<file path="src/rtl/olns_pkg.sv">
`timescale 1ns / 1ps
package olns_pkg;

	localparam int MAX_LEAVES = 1024;
	localparam int COORD_BITS = 21;
	localparam int CODE_W     = 3 * COORD_BITS;
	localparam int LEVEL_W    = 5;
	localparam int IDX_W      = $clog2(MAX_LEAVES);
	localparam int CNT_W      = IDX_W + 1;
	localparam int NUM_NB     = 26;
	localparam int NB_W       = $clog2(NUM_NB);
	localparam int OUT_IDX_W  = 10;

	localparam logic [1:0] OP_INSERT = 2'd0;
	localparam logic [1:0] OP_QUERY  = 2'd1;
	localparam logic [1:0] OP_CLEAR  = 2'd2;

	localparam logic [LEVEL_W-1:0] LEVEL_RESET = LEVEL_W'(21);

	typedef struct packed {
		logic [1:0]        op;
		logic [CODE_W-1:0] morton;
	} cmd_t;

	typedef struct packed {
		logic [OUT_IDX_W-1:0] result_index;
		logic                 valid_res;
		logic                 table_full;
		logic                 last;
	} res_t;

	typedef struct packed {
		logic             load;
		logic             cmp;
		logic [IDX_W-1:0] idx;
	} match_ctl_t;

	function automatic logic [LEVEL_W-1:0] eff_level(input logic [LEVEL_W-1:0] lv);
		logic [LEVEL_W-1:0] r;
		r = lv;
		if (lv == '0) begin
			r = LEVEL_W'(1);
		end else if (lv > LEVEL_W'(COORD_BITS)) begin
			r = LEVEL_W'(COORD_BITS);
		end
		return r;
	endfunction

	function automatic logic [CODE_W-1:0] level_mask(input logic [LEVEL_W-1:0] lv);
		logic [CODE_W-1:0] m;
		for (int b = 0; b < COORD_BITS; b++) begin
			for (int a = 0; a < 3; a++) begin
				m[3*b+a] = (LEVEL_W'(b) < lv);
			end
		end
		return m;
	endfunction

	function automatic logic [COORD_BITS-1:0] gather3(input logic [CODE_W-1:0] code,
	                                                 input int axis);
		logic [COORD_BITS-1:0] c;
		for (int b = 0; b < COORD_BITS; b++) begin
			c[b] = code[3*b+axis];
		end
		return c;
	endfunction

	function automatic logic [CODE_W-1:0] interleave(input logic [COORD_BITS-1:0] x,
	                                                input logic [COORD_BITS-1:0] y,
	                                                input logic [COORD_BITS-1:0] z);
		logic [CODE_W-1:0] r;
		for (int b = 0; b < COORD_BITS; b++) begin
			r[3*b]   = x[b];
			r[3*b+1] = y[b];
			r[3*b+2] = z[b];
		end
		return r;
	endfunction

endpackage

</file>
<file path="src/rtl/olns_lane_match.sv">
`timescale 1ns / 1ps
module olns_lane_match import olns_pkg::*; (
	input  logic                              clk,
	input  logic                              arst_n,
	input  match_ctl_t                        ctl,
	input  logic [CODE_W-1:0]                 query_code,
	input  logic [LEVEL_W-1:0]                level,
	input  logic [CODE_W-1:0]                 rd_data,
	output logic [NUM_NB-1:0]                 hit,
	output logic [NUM_NB-1:0][IDX_W-1:0]      hit_idx
);

	logic [2:0][COORD_BITS-1:0] xs_q, ys_q, zs_q;
	logic [NUM_NB-1:0]          lane_ok_q;
	logic [NUM_NB-1:0]          hit_q;
	logic [NUM_NB-1:0][IDX_W-1:0] idx_q;

	logic [COORD_BITS-1:0] cx, cy, cz, lim;
	logic [2:0]            okx, oky, okz;
	logic [NUM_NB-1:0]     lane_ok_d;
	logic [NUM_NB-1:0]     lane_eq;

	always_comb begin
		cx  = gather3(query_code, 0);
		cy  = gather3(query_code, 1);
		cz  = gather3(query_code, 2);
		lim = COORD_BITS'(((COORD_BITS+1)'(1) << level) - (COORD_BITS+1)'(1));
		okx = {cx != lim, 1'b1, cx != '0};
		oky = {cy != lim, 1'b1, cy != '0};
		okz = {cz != lim, 1'b1, cz != '0};
	end

	// lanes walk dx, dy, dz from -1 to +1, center cell left out
	for (genvar k = 0; k < NUM_NB; k++) begin : g_lane
		localparam int J  = (k < 13) ? k : k + 1;
		localparam int XI = J / 9;
		localparam int YI = (J / 3) % 3;
		localparam int ZI = J % 3;

		assign lane_ok_d[k] = okx[XI] & oky[YI] & okz[ZI];
		assign lane_eq[k]   = lane_ok_q[k] &&
		                      (interleave(xs_q[XI], ys_q[YI], zs_q[ZI]) == rd_data);
	end

	always_ff @(posedge clk) begin
		if (ctl.load) begin
			xs_q      <= {cx + COORD_BITS'(1), cx, cx - COORD_BITS'(1)};
			ys_q      <= {cy + COORD_BITS'(1), cy, cy - COORD_BITS'(1)};
			zs_q      <= {cz + COORD_BITS'(1), cz, cz - COORD_BITS'(1)};
			lane_ok_q <= lane_ok_d;
		end
	end

	// scan runs upward, so a later duplicate overwrites an earlier one
	always_ff @(posedge clk or negedge arst_n) begin
		if (!arst_n) begin
			hit_q <= '0;
		end else if (ctl.load) begin
			hit_q <= '0;
		end else if (ctl.cmp) begin
			hit_q <= hit_q | lane_eq;
		end
	end

	always_ff @(posedge clk) begin
		for (int k = 0; k < NUM_NB; k++) begin
			if (ctl.cmp && lane_eq[k]) begin
				idx_q[k] <= ctl.idx;
			end
		end
	end

	assign hit     = hit_q;
	assign hit_idx = idx_q;

endmodule

</file>
<file path="config.mk">
export PLATFORM = sky130hd
export DESIGN_NAME = olns_lane_match
export DESIGN_NICKNAME = d
export VERILOG_FILES = /design/src/rtl/olns_pkg.sv /design/src/rtl/olns_lane_match.sv
export SDC_FILE = /design/constraint.sdc
export NUM_CORES = 1
export LEC_CHECK = 0
export ABC_CLOCK_PERIOD_IN_PS = 2500
export BUFFER_PORTS_ARGS = -buffer_cell sky130_fd_sc_hd__buf_2
export CORE_MARGIN = 10
export CORE_UTILIZATION = 30
export DETAILED_ROUTE_END_ITERATION = 16
export HOLD_SLACK_MARGIN = 0.06
export SKIP_CTS_REPAIR_TIMING = 1
export SYNTH_ARGS = -nofsm -noshare
export SYNTH_HDL_FRONTEND = slang
export SYNTH_SLANG_ARGS = --single-unit
export TNS_END_PERCENT = 1
</file>
<file path="constraint.sdc">
create_clock -name clk -period 2.5 [get_ports clk]
set_input_delay 0.5 -clock clk [delete_from_list [all_inputs] [get_ports clk]]
set_output_delay 0.5 -clock clk [all_outputs]
set_load 0.005 [all_outputs]
</file>
**After elaboration in Yosys (flattened, before gate mapping)**

Index checks and enable logic that the tools add are counted.

- Bits in registers: 501
- Bits in latches: 0
- RAM bits: 0
- Bits in read-only memories: 0
- Logic and storage cells: 153
- Memories: 0

- Add/sub/neg operators: 7
- Multipliers: 0
- Divide/modulo/power cells: 0
- Order comparisons: 0
- Equal/unequal tests: 29
- Shift-type cells: 1
- Mux-type cells: 2
- Bitwise logic cells: 21
- Reduce and logical (&&, ||, !) cells: 56

Operators with widths:

| operator | number |
|---|---|
| $eq 63x63->1 | 26 |
| $add 21x1->21 const B | 3 |
| $ne 21x21->1 | 3 |
| $reduce_bool 21->1 | 3 |
| $sub 21x1->21 const B | 3 |
| $logic_and 1x1->1 | 52 |
| $mux 26 | 2 |
| $or 26x26->26 | 1 |
| $shl 1x5->21 const A | 1 |
| $sub 21x2->21 const B | 1 |
| $and 1x1->1 | 20 |
| $reduce_bool 2->1 | 1 |

**Depth between registers and ports, before layout**

- Depth in word-level cells: 5
- Depth in mapped cells: 14
- Mapped depth without buffers: 10

**Least setup slack after synthesis**

No wires, ideal clock.

- Path type: input to register
- Start: input port level[1]
- End: register lane_ok_q[2], data pin
- Arrival time: 3.442 ns
- Path slack: -1.216 ns
- Cell stages on the path: 12
- Path buffers: 2
- Cells stage by stage: buf_2 -> nor3_1 -> nand3_1 -> ha_1 -> clkbuf_1 -> or4_1 -> o21ai_0 -> a22oi_1 -> xnor2_1 -> or4_4 -> nor3_4 -> nor3_1

- Cells in the longest elaborated chain, start to end: 4

RTL lines:

| what | RTL line | source |
|---|---|---|
| from (decl) | olns_lane_match.sv:7 | `input logic [LEVEL_W-1:0] level,` |
| $shl 1x5->21 | olns_lane_match.sv:27 | `lim = COORD_BITS'(((COORD_BITS+1)'(1) << level) - (COORD_BITS+1)'(1));` |
| $sub 21x2->21 | olns_lane_match.sv:27 |  |
| $ne 21x21->1 | olns_lane_match.sv:30 | `okz = {cz != lim, 1'b1, cz != '0};` |
| $and 1x1->1 | olns_lane_match.sv:40 | `assign lane_ok_d[k] = okx[XI] & oky[YI] & okz[ZI];` |
| named net lane_ok_d[2] | olns_lane_match.sv:20 | `logic [NUM_NB-1:0] lane_ok_d;` |
| to (signal assigned) | olns_lane_match.sv:50 | `lane_ok_q <= lane_ok_d;` |
| to (decl) | olns_lane_match.sv:14 | `logic [NUM_NB-1:0] lane_ok_q;` |

The timed path passes the listed nets, and every way through them passes these cells.
A chain may end at the register's enable or synchronous reset.

**Worst setup path after layout**

- Start: register xs_q[29] in the netlist's numbering
- End: register idx_q (netlist bit hit_idx[142]), enable pin

- Cells in the longest elaborated chain, start to end: 3

RTL lines:

| what | RTL line | source |
|---|---|---|
| from (decl) | olns_lane_match.sv:13 | `logic [2:0][COORD_BITS-1:0] xs_q, ys_q, zs_q;` |
| from (signal assigned) | olns_lane_match.sv:47 | `xs_q <= {cx + COORD_BITS'(1), cx, cx - COORD_BITS'(1)};` |
| $eq 63x63->1 | olns_lane_match.sv:42 | `(interleave(xs_q[XI], ys_q[YI], zs_q[ZI]) == rd_data);` |
| $logic_and 1x1->1 | olns_lane_match.sv:41 | `assign lane_eq[k] = lane_ok_q[k] &&` |
| $logic_and 1x1->1 | olns_lane_match.sv:67 | `if (ctl.cmp && lane_eq[k]) begin` |
| to (signal, indexed assignment) | olns_lane_match.sv:68 | `idx_q[k] <= ctl.idx;` |
| to (decl) | olns_lane_match.sv:16 | `logic [NUM_NB-1:0][IDX_W-1:0] idx_q;` |

Every way passes these cells.

==> flow_summary.ini <==
[yosys]
synthArstFlopShare_pct = 5.221
yosysTopAreaCell = edfxtp_1
yosys_warnings = 0
synthTopCellsByArea = edfxtp_1 (67%), xnor2_1 (8.5%), xor2_1 (5.2%), dfrtp_1 (3.1%), nor2_1 (1.4%)
ys_seq_area_share_pct = 70.08
ys.flop_type = edfxtp_1
synth.cell_area_sq_um = 21150
synth-edff-count = 472
syn_nets = 1602
ys_seq_elements = 498
synth_cells = 1447
synth_top_area_share_pct = 67.01
avgSynthCellArea_sq_um = 14.62
ys_types = 62

[global_route]
grt_start_max_net_pins = 66
track_usage_pct = 16.71
grt_overflow = 0
antenna_found_initial = 15
grt_pass1_vias = 15010
grt_first_pass_wirelength_mm = 102.4

[sta]
slew_headroom_pct = 25.52
rsz0062_at_grt = true
report.final.slew_viol_count = 0
max_freq_ghz = 0.3886
hold_viol_final = 0
setup_viol = 125
hold_slack_ps = 154.0
clock-skew-final_ps = 28.33
tightestPinTransition_ps = 1113
period_needed_ps = 2573
fin_crit_sh_pct = 102.9
fin_ws_ps = -73.23

[cts]
clk_latency_ps = 600
cts_tree = done
cts.clk_slew.worst_paths_ps = 60
cts_buffers = 53
cts_sinks = 498
cts_htree_levels = 2
cts_root_buf = clkbuf_16
cts.path.max_buffers = 3

[routing]
drt-total-wl_mm = 71.47
first_iter_violations = 1293
wl_per_cell_um = 23.15
drt_pass1_iterations = 5
postRouteAntennaNets = 0
vias = 14540
post-route-drc-count = 0
routed_via_density = 4.708

[pwr]
pwr_density_cell_nw_per_um2 = 666.4
ir_drop_v = 0.0004155
cellLeakagePower_nw = 10.84
p_total_mw = 19.10

[critical_path]
crit_path_start_kind = flip-flop
reg2reg_from = xs_q[29]
startpoint = xs_q[29]
cp-end-kind = flip-flop
worstPathRequired_ps = 2800
r2r_slack_ps = -70
crit_fanout = 10
critPathCapture = hit_idx[142]
r2r-end = hit_idx[142]
r2r_cells = 10
path_class = reg -> reg
arrival_ps = 2880

[die]
core_area_sq_um = 69910
dieHeight_um = 285.5
initial_core_util_pct = 30.26
die_area_sq_um = 81530
die_w_um = 285.5
rows = 97
ios = 431

[flow_run]
drv_cap = 0

[place]
gp_congestion = 0.9283
hpwl_mm = 54.74
port_buffers = 430
dpl_cell_area_sq_um = 26440

[final_layout]
area_delta_synth_final_pct = 35.50
drive_above_1_share_pct = 38.92
design_area_sq_um = 28660
fillers = 6471
nNetsFinal = 2258

[status]
status = finished with violations
violations = setup timing

[worst_hold_path]
hp-class = in -> reg
min_path_cells = 1
[routing by layer]
layer / global-route usage (%) / vias up / routed length [um]
met5: 0 / - / 126
met4: 4.737 / 22 / 1880
met3: 4.495 / 134 / 5560
met2: 28.89 / 629 / 35620
met1: 20.19 / 7103 / 28280
li1: - / 6647 / -
[cell usage in the layout, fill, tap and decap left out, types with 7 or more instances in the layout]
master and n:
nor4_2 9, xnor2_1 196, dfrtp_1 26, a21oi_1 10
clkbuf_16 57, xor2_1 125, nor4_1 27, o21ba_2 8
ha_1 9, inv_1 25, nand3_1 52, nor2_1 75
buf_2 429, o21ai_0 10, clkbuf_1 12, edfxtp_1 472
buf_12 33, nor3_1 39, and3_4 19, clkinv_1 7
xnor2_2 10, nand2_1 56, clkinv_2 7, and3_1 22
buf_4 203, nand4_1 45, buf_6 9, a31oi_1 22
[synth_stat cells, drive strengths merged, types with 3 or more instances]
| library cell | n |
|---|---|
| inv | 25 |
| nor2b | 3 |
| nor2 | 81 |
| buf | 12 |
| nand2b | 5 |
| nor3 | 45 |
| xor2 | 125 |
| nand3 | 53 |
| nand4b | 3 |
| o21a | 4 |
| o221ai | 4 |
| a31oi | 22 |
| o31a | 3 |
| o31ai | 4 |
| a22oi | 3 |
| o21ba | 8 |
| and3 | 43 |
| o41ai | 5 |
| or3 | 7 |
| nand3b | 3 |
| dfrtp | 26 |
| nand4 | 45 |
| nor4 | 40 |
| clkbuf | 66 |
| o211ai | 5 |
| ha | 10 |
| nand2 | 56 |
| or4 | 6 |
| xnor2 | 206 |
| a21oi | 10 |
| o21ai | 11 |
| edfxtp | 472 |
| o22ai | 4 |
| and2 | 8 |
| and4 | 3 |
[metrics by stage]
stage / worst slack (ps) / TNS, ps / utilization (%) / cells
CTS: -338.5 / -54530 / 40.31 / 3075
detailed placement: -657.5 / -138980 / 37.83 / 2980
global route: -185.3 / -28760 / 41.00 / 3086
floorplan: -622.7 / -11540 / - / 1447
finish: -73.23 / -5033 / 41.00 / 3087
global placement: -715.3 / -153530 / 37.83 / 2980
[worst min path at each step]
stage	endpoint	startpoint
2_1_floorplan	hit[0]	arst_n
3_3_place_gp	hit[23]	hit[23]
3_5_place_dp	hit[23]	hit[23]
4_1_cts	hit[13]	arst_n
5_1_grt	ys_q[28]	query_code[22]
6_report	ys_q[28]	query_code[22]
[final cells by class]
type,count,area [sq um],share of cell area [%]
multi-input cells,846,6290,21.94
clock buffers,69,1438,5.016
clock inverters,26,297.8,1.039
repair buffers,679,4533,15.82
well taps,940,1176,4.103
diodes,4,10.01,0.03492
flip-flops and latches,498,14820,51.72
inverters,25,93.84,0.3274
[critical path, cell delays in order, from the launching register on]
cell and delay (ps):
edfxtp_1 410, xnor2_2 200, nand4_1 210, nor4_4 330
buf_4 140, nand4_1 90, buf_4 180, nor3_2 170
buf_4 190, and3_4 200, buf_12 140
[flip-flops by register name, summed over array words and instances (netlist names)]
signal / flops
hit_idx: 260
xs_q: 62
ys_q: 62
hit: 26
lane_ok_q: 26
zs_q: 62
[where the power goes]
group / internal, mW / total (mW) / switching, mW / leakage [nW]
clock network: 4.66 / 7.91 / 3.26 / 0.840
registers: 9.45 / 9.58 / 0.135 / 4.78
logic: 0.666 / 1.60 / 0.937 / 5.21
[cells by family after synthesis]
group	after synthesis	synth area share [%]
buf+inv	103	1.958
simple gates	408	10.31
mux	1	0.05323
flops	498	70.08
fa+ha+maj	10	0.5915
xor+xnor	331	13.71
compound gates	96	3.301
(Power assumes the default switching activity.)
